[src/wfba_pkg.sv]
// ----------------------------------------------------------------------------
// wfba_pkg
// Shared types, status codes and the sequencer's control store for the
// worst-fit block allocator.
// ----------------------------------------------------------------------------
package wfba_pkg;

  // command codes
  localparam logic CMD_LOAD  = 1'b0;
  localparam logic CMD_ALLOC = 1'b1;

  // result status codes
  typedef logic [1:0] status_t;
  localparam status_t ST_LOADED    = 2'd0;
  localparam status_t ST_ALLOCATED = 2'd1;
  localparam status_t ST_NO_FIT    = 2'd2;
  localparam status_t ST_BAD_INDEX = 2'd3;

  // control store addresses
  typedef logic [2:0] step_t;
  localparam step_t STEP_IDLE   = 3'd0;
  localparam step_t STEP_INIT   = 3'd1;
  localparam step_t STEP_PRIME  = 3'd2;
  localparam step_t STEP_SCAN   = 3'd3;
  localparam step_t STEP_LOAD   = 3'd4;
  localparam step_t STEP_FINISH = 3'd5;

  // jump conditions
  typedef enum logic [2:0] {
    COND_NONE   = 3'd0,
    COND_LOAD   = 3'd1,
    COND_EMPTY  = 3'd2,
    COND_LAST   = 3'd3,
    COND_ALWAYS = 3'd4
  } cond_t;

  // one control word
  typedef struct packed {
    logic  in_ready;   // take a word on the input channel, wait for it
    logic  init;       // clear scan state, pointer to entry 0
    logic  advance;    // step the read pointer up to the last entry in use
    logic  eval;       // compare the entry just read against the best so far
    logic  emit_load;  // finish a load, wait for room on the output
    logic  emit_alloc; // finish an allocate, wait for room on the output
    logic  loop;       // stay on this step when the condition is false
    cond_t cond;
    step_t target;
  } ctrl_t;

  // control store
  function automatic ctrl_t ucode(input step_t step);
    ctrl_t w;
    w = '{in_ready: 1'b0, init: 1'b0, advance: 1'b0, eval: 1'b0,
          emit_load: 1'b0, emit_alloc: 1'b0, loop: 1'b0,
          cond: COND_ALWAYS, target: STEP_IDLE};
    case (step)
      STEP_IDLE: begin
        w.in_ready = 1'b1;
        w.cond     = COND_LOAD;
        w.target   = STEP_LOAD;
      end
      STEP_INIT: begin
        w.init   = 1'b1;
        w.cond   = COND_EMPTY;
        w.target = STEP_FINISH;
      end
      STEP_PRIME: begin
        w.advance = 1'b1;
        w.cond    = COND_NONE;
      end
      STEP_SCAN: begin
        w.advance = 1'b1;
        w.eval    = 1'b1;
        w.loop    = 1'b1;
        w.cond    = COND_LAST;
        w.target  = STEP_FINISH;
      end
      STEP_LOAD: begin
        w.emit_load = 1'b1;
      end
      STEP_FINISH: begin
        w.emit_alloc = 1'b1;
      end
      default: begin
        w.target = STEP_IDLE;
      end
    endcase
    return w;
  endfunction

endpackage

[src/worst_fit_block_allocator.sv]
// ----------------------------------------------------------------------------
// worst_fit_block_allocator
// Worst-fit allocator over a table of block free sizes, run by a small
// microprogram.
// ----------------------------------------------------------------------------
// One word is taken at a time. A load goes from acceptance through the idle
// step and the load step to the output register. For an allocate, the
// control program steps through init and a priming read (init jumps to the
// finish step when no block is in use), then scans the table one entry
// per cycle through its single registered read port, then writes the
// chosen block back and registers the result. A new input word is taken as
// soon as the program is back at idle, even while the previous result still
// waits in the output register. blocks_in_use may be written only while the
// block is idle; values above NUM_BLOCKS act as NUM_BLOCKS. Reset clears
// the table at once through per-entry valid bits.
module worst_fit_block_allocator #(
  parameter int NUM_BLOCKS = 16,
  parameter int SIZE_BITS  = 16
) (
  input  logic        clk,
  input  logic        rst,
  // input channel
  input  logic        in_valid,
  output logic        in_ready,
  input  logic        command,
  input  logic [3:0]  block_index,
  input  logic [15:0] size_value,
  // output channel
  output logic        out_valid,
  input  logic        out_ready,
  output logic [1:0]  status,
  output logic [3:0]  chosen_block,
  output logic [15:0] remaining_size,
  // configuration
  input  logic        cfg_we,
  input  logic [4:0]  cfg_data
);

  localparam int IDX_W  = (NUM_BLOCKS > 1) ? $clog2(NUM_BLOCKS) : 1;
  localparam int CNT_LG = $clog2(NUM_BLOCKS + 1);
  localparam int CW     = (CNT_LG > 5) ? CNT_LG : 5;
  localparam int CMP_W  = (SIZE_BITS > 16) ? SIZE_BITS : 16;

  wfba_pkg::step_t step;
  wfba_pkg::step_t step_next;
  wfba_pkg::ctrl_t ctrl;

  logic [4:0]           blocks_in_use;
  logic [3:0]           idx_r;
  logic [15:0]          req;
  logic [IDX_W-1:0]     ptr;
  logic [IDX_W-1:0]     rd_idx;
  logic                 found;
  logic [IDX_W-1:0]     best;
  logic [SIZE_BITS-1:0] best_size;

  logic [CW-1:0]        count;
  logic [IDX_W-1:0]     last;
  logic                 load_ok;
  logic                 out_blocked;
  logic                 emit_go;
  logic                 cond_hit;
  logic [SIZE_BITS-1:0] rd_data;
  logic                 rd_valid;
  logic [SIZE_BITS-1:0] cur_size;
  logic                 fits;
  logic [SIZE_BITS-1:0] req_s;
  logic [SIZE_BITS-1:0] alloc_rem;
  logic                 wr_en;
  logic [IDX_W-1:0]     wr_addr;
  logic [SIZE_BITS-1:0] wr_data;

  // control word for the current step
  assign ctrl     = wfba_pkg::ucode(step);
  assign in_ready = ctrl.in_ready;

  // blocks taking part, clamped to the table size
  always_comb begin
    if (CW'(blocks_in_use) > CW'(NUM_BLOCKS)) begin
      count = CW'(NUM_BLOCKS);
    end else begin
      count = CW'(blocks_in_use);
    end
  end
  assign last    = IDX_W'(count - CW'(1));
  assign load_ok = CW'(idx_r) < count;

  // datapath helpers
  assign req_s       = SIZE_BITS'(req);
  assign alloc_rem   = best_size - req_s;
  assign cur_size    = rd_valid ? rd_data : '0;
  assign fits        = CMP_W'(cur_size) >= CMP_W'(req);
  assign out_blocked = out_valid && !out_ready;
  assign emit_go     = (ctrl.emit_load || ctrl.emit_alloc) && !out_blocked;

  // jump condition select
  always_comb begin
    case (ctrl.cond)
      wfba_pkg::COND_NONE:   cond_hit = 1'b0;
      wfba_pkg::COND_LOAD:   cond_hit = (command == wfba_pkg::CMD_LOAD);
      wfba_pkg::COND_EMPTY:  cond_hit = (count == '0);
      wfba_pkg::COND_LAST:   cond_hit = (rd_idx == last);
      wfba_pkg::COND_ALWAYS: cond_hit = 1'b1;
      default:               cond_hit = 1'b0;
    endcase
  end

  // step sequencing
  always_comb begin
    if (ctrl.in_ready && !in_valid) begin
      step_next = step;
    end else if ((ctrl.emit_load || ctrl.emit_alloc) && out_blocked) begin
      step_next = step;
    end else if (cond_hit) begin
      step_next = ctrl.target;
    end else if (ctrl.loop) begin
      step_next = step;
    end else begin
      step_next = step + wfba_pkg::step_t'(1);
    end
  end

  always_ff @(posedge clk) begin
    if (rst) begin
      step <= wfba_pkg::STEP_IDLE;
    end else begin
      step <= step_next;
    end
  end

  // configuration register
  always_ff @(posedge clk) begin
    if (rst) begin
      blocks_in_use <= 5'd16;
    end else if (cfg_we) begin
      blocks_in_use <= cfg_data;
    end
  end

  // input capture
  always_ff @(posedge clk) begin
    if (in_valid && in_ready) begin
      idx_r <= block_index;
      req   <= size_value;
    end
  end

  // scan pointer and read index
  always_ff @(posedge clk) begin
    if (rst) begin
      ptr <= '0;
    end else if (ctrl.init) begin
      ptr <= '0;
    end else if (ctrl.advance && ptr != last) begin
      ptr <= ptr + IDX_W'(1);
    end
  end

  always_ff @(posedge clk) begin
    rd_idx <= ptr;
  end

  // best block so far
  always_ff @(posedge clk) begin
    if (rst) begin
      found <= 1'b0;
    end else if (ctrl.init) begin
      found <= 1'b0;
    end else if (ctrl.eval && fits && (!found || cur_size > best_size)) begin
      found <= 1'b1;
    end
  end

  always_ff @(posedge clk) begin
    if (ctrl.eval && fits && (!found || cur_size > best_size)) begin
      best      <= rd_idx;
      best_size <= cur_size;
    end
  end

  // table write port: load or write-back
  assign wr_en   = emit_go && ((ctrl.emit_load && load_ok) || (ctrl.emit_alloc && found));
  assign wr_addr = ctrl.emit_load ? IDX_W'(idx_r) : best;
  assign wr_data = ctrl.emit_load ? req_s : alloc_rem;

  wfba_store #(
    .DEPTH (NUM_BLOCKS),
    .WIDTH (SIZE_BITS),
    .AW    (IDX_W)
  ) u_store (
    .clk      (clk),
    .rst      (rst),
    .wr_en    (wr_en),
    .wr_addr  (wr_addr),
    .wr_data  (wr_data),
    .rd_addr  (ptr),
    .rd_data  (rd_data),
    .rd_valid (rd_valid)
  );

  // output word register
  always_ff @(posedge clk) begin
    if (rst) begin
      out_valid <= 1'b0;
    end else if (emit_go) begin
      out_valid <= 1'b1;
    end else if (out_ready) begin
      out_valid <= 1'b0;
    end
  end

  always_ff @(posedge clk) begin
    if (emit_go) begin
      if (ctrl.emit_load) begin
        chosen_block <= idx_r;
        if (load_ok) begin
          status         <= wfba_pkg::ST_LOADED;
          remaining_size <= 16'(req_s);
        end else begin
          status         <= wfba_pkg::ST_BAD_INDEX;
          remaining_size <= '0;
        end
      end else if (found) begin
        status         <= wfba_pkg::ST_ALLOCATED;
        chosen_block   <= 4'(best);
        remaining_size <= 16'(alloc_rem);
      end else begin
        status         <= wfba_pkg::ST_NO_FIT;
        chosen_block   <= '0;
        remaining_size <= '0;
      end
    end
  end

  // accepted word always enters the load step or the init step
  a_accept_branch: assert property (@(posedge clk) disable iff (rst)
    (in_valid && in_ready) |=>
      (step == wfba_pkg::STEP_LOAD || step == wfba_pkg::STEP_INIT))
    else $error("accepted word did not start a load or a scan");

  // the best candidate always covers the request
  a_best_fits: assert property (@(posedge clk) disable iff (rst)
    (step == wfba_pkg::STEP_SCAN && found) |-> (CMP_W'(best_size) >= CMP_W'(req)))
    else $error("best block smaller than the request");

  // a result is only loaded while the output register is empty or being taken
  a_no_overwrite: assert property (@(posedge clk) disable iff (rst)
    emit_go |-> !out_blocked)
    else $error("result written over a pending output word");

  // no-fit words carry zero block and size
  a_no_fit_zero: assert property (@(posedge clk) disable iff (rst)
    (out_valid && status == wfba_pkg::ST_NO_FIT) |->
      (chosen_block == '0 && remaining_size == '0))
    else $error("no-fit word with nonzero fields");

  // the program counter stays inside the control store
  a_step_range: assert property (@(posedge clk) disable iff (rst)
    step <= wfba_pkg::STEP_FINISH)
    else $error("step outside the control program");

endmodule

[src/wfba_store.sv]
// ----------------------------------------------------------------------------
// wfba_store
// Free-size table: one write port, one registered read port, and a valid
// bit per entry so that every entry reads as not valid after reset until written.
// ----------------------------------------------------------------------------
module wfba_store #(
  parameter int DEPTH = 16,
  parameter int WIDTH = 16,
  parameter int AW    = 4
) (
  input  logic             clk,
  input  logic             rst,
  input  logic             wr_en,
  input  logic [AW-1:0]    wr_addr,
  input  logic [WIDTH-1:0] wr_data,
  input  logic [AW-1:0]    rd_addr,
  output logic [WIDTH-1:0] rd_data,
  output logic             rd_valid
);

  logic [WIDTH-1:0] mem [DEPTH];
  logic [DEPTH-1:0] valid;

  // table write and registered read
  always_ff @(posedge clk) begin
    if (wr_en) begin
      mem[wr_addr] <= wr_data;
    end
    rd_data <= mem[rd_addr];
  end

  // per-entry valid bits, cleared at reset
  always_ff @(posedge clk) begin
    if (rst) begin
      valid    <= '0;
      rd_valid <= 1'b0;
    end else begin
      if (wr_en) begin
        valid[wr_addr] <= 1'b1;
      end
      rd_valid <= valid[rd_addr];
    end
  end

endmodule
[config.mk]
export PLATFORM = sky130hd
export DESIGN_NAME = worst_fit_block_allocator
export DESIGN_NICKNAME = d
export VERILOG_FILES = /design/src/wfba_pkg.sv /design/src/worst_fit_block_allocator.sv /design/src/wfba_store.sv
export SDC_FILE = /design/constraint.sdc
export NUM_CORES = 1
export LEC_CHECK = 0
export ABC_AREA = 1
export ABC_CLOCK_PERIOD_IN_PS = 3830
export BUFFER_PORTS_ARGS = -buffer_cell sky130_fd_sc_hd__buf_2
export CELL_PAD_IN_SITES_DETAIL_PLACEMENT = 1
export CELL_PAD_IN_SITES_GLOBAL_PLACEMENT = 2
export CORE_MARGIN = 3
export CORE_UTILIZATION = 42
export DETAILED_ROUTE_END_ITERATION = 10
export PLACE_DENSITY_LB_ADDON = 0.1
export SYNTH_ARGS = -nofsm -noshare
export SYNTH_HDL_FRONTEND = slang
export SYNTH_SLANG_ARGS = --single-unit
[constraint.sdc]
create_clock -name clk -period 3.83 [get_ports clk]
set_clock_uncertainty 0.2 [all_clocks]
set_input_delay 0.5745 -clock clk [delete_from_list [all_inputs] [get_ports clk]]
set_output_delay 0.5745 -clock clk [all_outputs]
set_load 0.05 [all_outputs]
======== Word-level counts from Yosys, hierarchy flattened ========
Memories as Yosys holds them, arrays and structs flattened. A register that Yosys moved wholly into a read port is not among the register bits.
Index checks and enable logic that the tools add are counted.
word-level totals
  register bits after elaboration ......... 97
  RAM bits ................................ 256
  bits of input ports ..................... 31
  output and inout bits ................... 24
  word-level logic and storage cells ...... 100
  memories ................................ 1
cells by class
  $add $sub $neg .......................... 4
  order comparisons ....................... 7
  eq/ne operators ......................... 12
  multiplexer cells ....................... 31
  bitwise gates (word level) .............. 4
  reduce and logical (&&, ||, !) cells .... 26
memory list
  name         depth  bits a word  read ports  clocked after memory_dff  write ports  line              source
  u_store.mem  16     16           1           1                         1            wfba_store.sv:21  logic [WIDTH-1:0] mem [DEPTH];
operators with widths
  operator                                                                       number
  16-bit 2-to-1 mux                                                              5
  16-bit >= comparator                                                           1
  16-bit greater-than comparator                                                 1
  16-bit OR                                                                      1
  16-bit subtractor                                                              1
  3-bit by 2-bit equality test with 1-bit output (second input constant)         4
  1-bit logical AND                                                              12
  1-bit 2-to-1 mux                                                               12
  4-bit 2-to-1 mux                                                               3
  3-bit case mux with 4 select lines                                             1
  4-bit by 5-bit less-than comparator with 1-bit output (second input constant)  2
  3-bit equality test (second input constant)                                    3
  3-bit by 1-bit equality test with 1-bit output (second input constant)         2
  2-bit 2-to-1 mux                                                               3
  3-bit 2-to-1 mux                                                               2
  3-bit case mux with 2 select lines                                             1
  2-bit OR reduction                                                             3
  5-bit greater-than comparator (second input constant)                          1
  5-bit zero test                                                                1
  4-bit by 5-bit less-than comparator with 1-bit output                          1
  5-bit 2-to-1 mux                                                               1
  4-bit by 1-bit adder with 4-bit output (second input constant)                 1
  1-bit binary-select mux with 4-bit select                                      1
  1-bit demux with 4-bit select                                                  1
  13 further kinds                                                               20

======== Logic depth before layout (Yosys ltp) ========
  word-level depth ........................ 8
  mapped depth ............................ 15
  depth with buffers taken out ............ 15

======== Modules after synthesis ========
From an unflattened synthesis, not the netlist that was laid out.
second synthesis, totals
  cells, all modules ...................... 1506
  area total of the unflattened synthesis .. 16350.7 sq um
by module, submodules not included
  module                     instances  cells each  area each (sq um)  seq. area each (sq um)
  wfba_store                 1          893         11193.2            8348.0
  worst_fit_block_allocator  1          613         5157.4             2222.1

======== Least setup slack after synthesis ========
No wires, ideal clock.
  kind .................................... flip-flop to flip-flop
  start ................................... register u_store.rd_valid
  end ..................................... register best[0] (enable)
  library setup time ...................... 404 ps
  arrival time ............................ 2627 ps
  required time ........................... 3226 ps
  slack ................................... 599 ps
  cell stages (with the launch flop) ...... 12
  path buffers ............................ 2
  period minus slack after synthesis ...... 3231 ps
  cells stage by stage .................... dfxtp_1 -> clkbuf_1 -> clkbuf_1 -> nand2_1 -> inv_1 -> ha_1 -> nand3_1 -> nor3b_1 -> o21ai_0 -> nand3_1 -> nand2_1 -> a21oi_1
between the ends
  longest elaborated chain between the ends .. 4
  elaborated cells on any way between the ends .. 6
  those cells by class .................... order compare: 2; mux: 1; reduce/logical: 3
ends and longest elaborated chain
  what                                                                    line                                                               source
  start, declared                                                         wfba_store.sv:18                                                   output logic rd_valid
  start signal, assigned                                                  wfba_store.sv:41                                                   rd_valid <= valid[rd_addr];
  16-bit 2-to-1 mux (*)                                                   worst_fit_block_allocator.sv:91                                    assign cur_size = rd_valid ? rd_data : '0;
  named net cur_size[11]                                                  worst_fit_block_allocator.sv:65                                    logic [SIZE_BITS-1:0] cur_size;
  16-bit >= comparator or 16-bit greater-than comparator (tied branches)  worst_fit_block_allocator.sv:92, worst_fit_block_allocator.sv:175
  1-bit logical AND or 1-bit logical OR (tied branches)                   worst_fit_block_allocator.sv:175                                   if (ctrl.eval && fits && (!found || cur_size > best_size)) begin
  1-bit logical AND (*)                                                   worst_fit_block_allocator.sv:175
  end signal, assigned                                                    worst_fit_block_allocator.sv:176                                   best <= rd_idx;
  end, declared                                                           worst_fit_block_allocator.sv:54                                    logic [IDX_W-1:0] best;
The timed path passes the listed nets; every way through them passes the cells marked *.
A chain may end at the register's enable or synchronous reset.

======== Worst setup path after layout ========
  start ................................... register blocks_in_use[4]
  end ..................................... memory u_store.mem[7][9] (enable)
between the ends
  longest elaborated chain between the ends .. 8
ends and longest elaborated chain
  what                                                       line                              source
  start, declared                                            worst_fit_block_allocator.sv:48   logic [4:0] blocks_in_use;
  start signal, assigned                                     worst_fit_block_allocator.sv:136  blocks_in_use <= cfg_data;
  5-bit greater-than comparator                              worst_fit_block_allocator.sv:79   if (CW'(blocks_in_use) > CW'(NUM_BLOCKS)) begin
  5-bit 2-to-1 mux (*)                                       worst_fit_block_allocator.sv:79
  4-bit by 5-bit less-than comparator with 1-bit output (*)  worst_fit_block_allocator.sv:86   assign load_ok = CW'(idx_r) < count;
  1-bit logical AND (*)                                      worst_fit_block_allocator.sv:182  assign wr_en = emit_go && ((ctrl.emit_load && load_ok) || (ctrl.emit_alloc && found));
  1-bit logical OR (*)                                       worst_fit_block_allocator.sv:182
  1-bit logical AND (*)                                      worst_fit_block_allocator.sv:182
  1-bit 2-to-1 mux (*)                                       wfba_store.sv:26                  if (wr_en) begin
  1-bit 2-to-1 mux (implied by the code) (*)                 wfba_store.sv:27                  mem[wr_addr] <= wr_data;
  end, declared                                              wfba_store.sv:21
Mark *: on every way between the ends. The rest lies on a longest branch, timed or not.

==> qor.txt <==
Post-Syn Instances = 1439
hold crit path type = in -> reg
vias = 11200
H-tree depth = 2
Ys Warns = 0
Yosys reg bits = 369
chip width = 203 um
sequential share of the synthesized area = 65.1%
setup TNS = 0 ns
WL final = 43.9 mm
RR Startpoint = blocks_in_use[4]
layout cells sized above 1 = 12.9%
port buffer count = 54
die area = 41100 um2
ys flop type = edfxtp_1
r2r endpoint = u_store.mem[7][9]
number of global-route vias before repair = 12000
placed instance area = 17200 um2
Psw = 4.32 mW
area grow syn2layout = 15.9%
RSZ-0062 raised after global routing = no
worst-skew pair later-pin latency = 0.57 ns
commonest non-fill, non-tap cell in the layout = edfxtp_1
dpl hpwl = 29.3 mm
hold endpoint = req[0]
final setup vio count = 0
io pins = 55
Gate power share = 26.5%
fmax = 0.296 GHz
hold buffers post-CTS = 19
Post-Syn Area per Cell = 11.3 um2
FF+latch area = 10600 um2
first-pass GRT wire length = 68.9 mm
Row Count = 71
DRC violations left = 0
total of max-cap violations = 0
cell-internal power = 8.38 mW
Via density = 5.38
Congestion Overflow GR = 0
CP Cell Sequence = inv_2 -> nand2_1 -> ha_1 -> a21o_1 -> a22oi_1 -> nand2_2 -> o22ai_4 -> nand3_2 -> inv_1
EDFF count, synth = 318
Sink Count = 369
Worst-Margin Slew = 0.823 ns
Hold Path Origin = size_value[0]
core region area = 37800 um2
TritonCTS buffer count = 42
max_slew headroom = 45.1%
switching share of power = 34.0%
critical path required time = 3.82 ns
most frequent cells in the layout = edfxtp_1 (318), nor2_1 (185), o21ai_0 (181), nand2_1 (137), inv_1 (134)
Layout fillers = 4078
initial antenna violation count = 0
reg-to-reg slack, setup = 0.46 ns
multi-input logic area = 4850 um2
Setup crit start kind = flop
Hold Vio Cnt, Final = 0
ys async rst share = 0%
gr usage total = 21.6%
Tcrit/Tclk final = 88.1%
GP Congestion = 0.818
ANT nets after route = 0
CTS clk-pin slew, worst paths = 0.06 ns
Leak Pwr = 7.14 nW
CP max FO = 16
post-synthesis net count = 1529
Ant. Diodes = 0
Clk network pwr share = 32.3%
DIE HEIGHT = 203 um
Worst R2R Path Depth = 9
Worst path slowest cell = inv_1
Setup crit end kind = flop
Final Net Count = 1622
Flop pwr share = 41.3%
Largest stage delay, worst path = 0.61 ns
hold depth = 1
largest net degree at the start of global routing = 143
routed len/inst = 21.2 um
count of cell types in the netlist = 46
worst path arrival time = 3.37 ns
peak supply drop = 0.490 mV
kind of critical path = reg -> reg
clk buf depth = 3
DRT Pass-1 Iters = 5
cell area power density = 675 nW/um2
setup bufs post-CTS = 0
Root Buffer = clkbuf_16
status = finished, final reports clean
CTS tree = built
DR iter-0 viols = 583
Initial Util = 42.9%
Mapped Area = 16200 um2
post-CTS sizing = 0
Final Instance Area = 18800 um2
Tmin final = 3.37 ns
Slew Viols, Final = 0
==> state kept, by name, summed over array words and instances (netlist names), 2 cells and up <==
name,cells
best,4
u_store.mem,256
remaining_size,16
rd_idx,4
req,16
chosen_block,4
idx_r,4
blocks_in_use,5
status,2
step,3
best_size,16
u_store.rd_data,16
ptr,4
u_store.valid,16
==> cell usage after synthesis, types with 2 or more instances <==
| library cell | number | area share [%] |
|---|---|---|
| a21o_1 | 3 | 0.14 |
| a21oi_1 | 58 | 1.8 |
| a21oi_2 | 10 | 0.54 |
| a22oi_1 | 2 | 0.092 |
| a31oi_1 | 2 | 0.077 |
| buf_1 | 4 | 0.092 |
| buf_2 | 11 | 0.34 |
| buf_4 | 2 | 0.092 |
| clkbuf_1 | 51 | 1.2 |
| clkinv_1 | 2 | 0.046 |
| dfxtp_1 | 51 | 6.3 |
| edfxtp_1 | 318 | 59 |
| ha_1 | 58 | 4.5 |
| inv_1 | 135 | 3.1 |
| inv_2 | 3 | 0.069 |
| nand2_1 | 137 | 3.2 |
| nand2_2 | 2 | 0.077 |
| nand3_1 | 80 | 2.5 |
| nand3_2 | 11 | 0.68 |
| nand3b_1 | 2 | 0.092 |
| nand4_1 | 11 | 0.42 |
| nor2_1 | 186 | 4.3 |
| nor3_1 | 6 | 0.18 |
| o211ai_1 | 11 | 0.51 |
| o21a_1 | 3 | 0.14 |
| o21ai_0 | 181 | 5.6 |
| o21bai_1 | 2 | 0.092 |
| o221ai_1 | 54 | 2.9 |
| o22ai_1 | 10 | 0.39 |
| o32ai_1 | 6 | 0.32 |
| or2_2 | 4 | 0.15 |
| xor2_1 | 9 | 0.49 |
==> worst max-delay path, delay by kind of cell (launching register included) <==
kind                       cells  cell delay, ns
AOI/OAI and AO/OA              3            0.88
buffers and inverters          2            0.77
and+or+nand+nor                3            0.47
DFF                            1            0.33
adders and majority gates      1            0.32
==> metal layers <==
layer	GRT usage (%)	vias up	wire (um)
met4	5.84	0	799
met2	36.5	172	21000
li1	-	5352	-
met5	0	-	0
met1	29.7	5586	20600
met3	2.87	56	1520
==> worst max-delay path by stage <==
stage	to	startpoint	cells past startpoint	slack [ns]
4_1_cts	u_store.mem[13][9]	blocks_in_use[4]	9	0.48
5_1_grt	u_store.mem[13][13]	blocks_in_use[4]	9	0.23
3_5_place_dp	u_store.mem[13][14]	blocks_in_use[4]	9	0.51
2_1_floorplan	best[0]	u_store.rd_valid	11	0.60
3_3_place_gp	u_store.mem[13][9]	blocks_in_use[4]	9	0.59
6_report	u_store.mem[7][9]	blocks_in_use[4]	9	0.46
==> area by class of cell <==
class                   instances  share of cell area, %
multi-input cells             860                   25.8
flip-flops and latches        369                   56.2
inverters                     141                   2.83
repair buffers                118                   4.31
clock buffers                  44                   5.62
clock inverters                33                   1.87
well taps                     511                   3.40
==> cells by family after synthesis <==
| logic type | share of synthesized area [%] |
|---|---|
| and+or+nand+nor | 11.7 |
| DFF | 65.1 |
| AOI/OAI and AO/OA | 13.0 |
| buffers and inverters | 5.05 |
| adders and majority gates | 4.59 |
| xor gates and xnor gates | 0.485 |
==> per-stage QoR <==
| step | hold WS [ns] | power [mW] | util, % | std cells | worst slack, ns |
|---|---|---|---|---|---|
| 2_1_floorplan | 0.126 | 7.41 | - | 1439 | 0.599 |
| 4_1_cts | 0.00950 | 12.8 | 49.7 | 2076 | 0.481 |
| 6_report | 0.0417 | 12.7 | 49.7 | 2076 | 0.456 |
| 3_5_place_dp | 0.244 | 8.68 | 45.5 | 1980 | 0.508 |
| 3_3_place_gp | 0.239 | 8.61 | 45.5 | 1980 | 0.587 |
| 5_1_grt | 0.0155 | 13.4 | 49.7 | 2076 | 0.229 |
==> power groups by stage <==
stage	clock, mW	sequential, mW	combinational [mW]
after CTS	4.19	5.24	3.40
final	4.10	5.24	3.36
after floorplan	0	5.57	1.84
after detailed placement	0	5.33	3.36
after global placement	0	5.32	3.29
after global routing	4.37	5.27	3.75
Power figures use the tool's default switching activity.
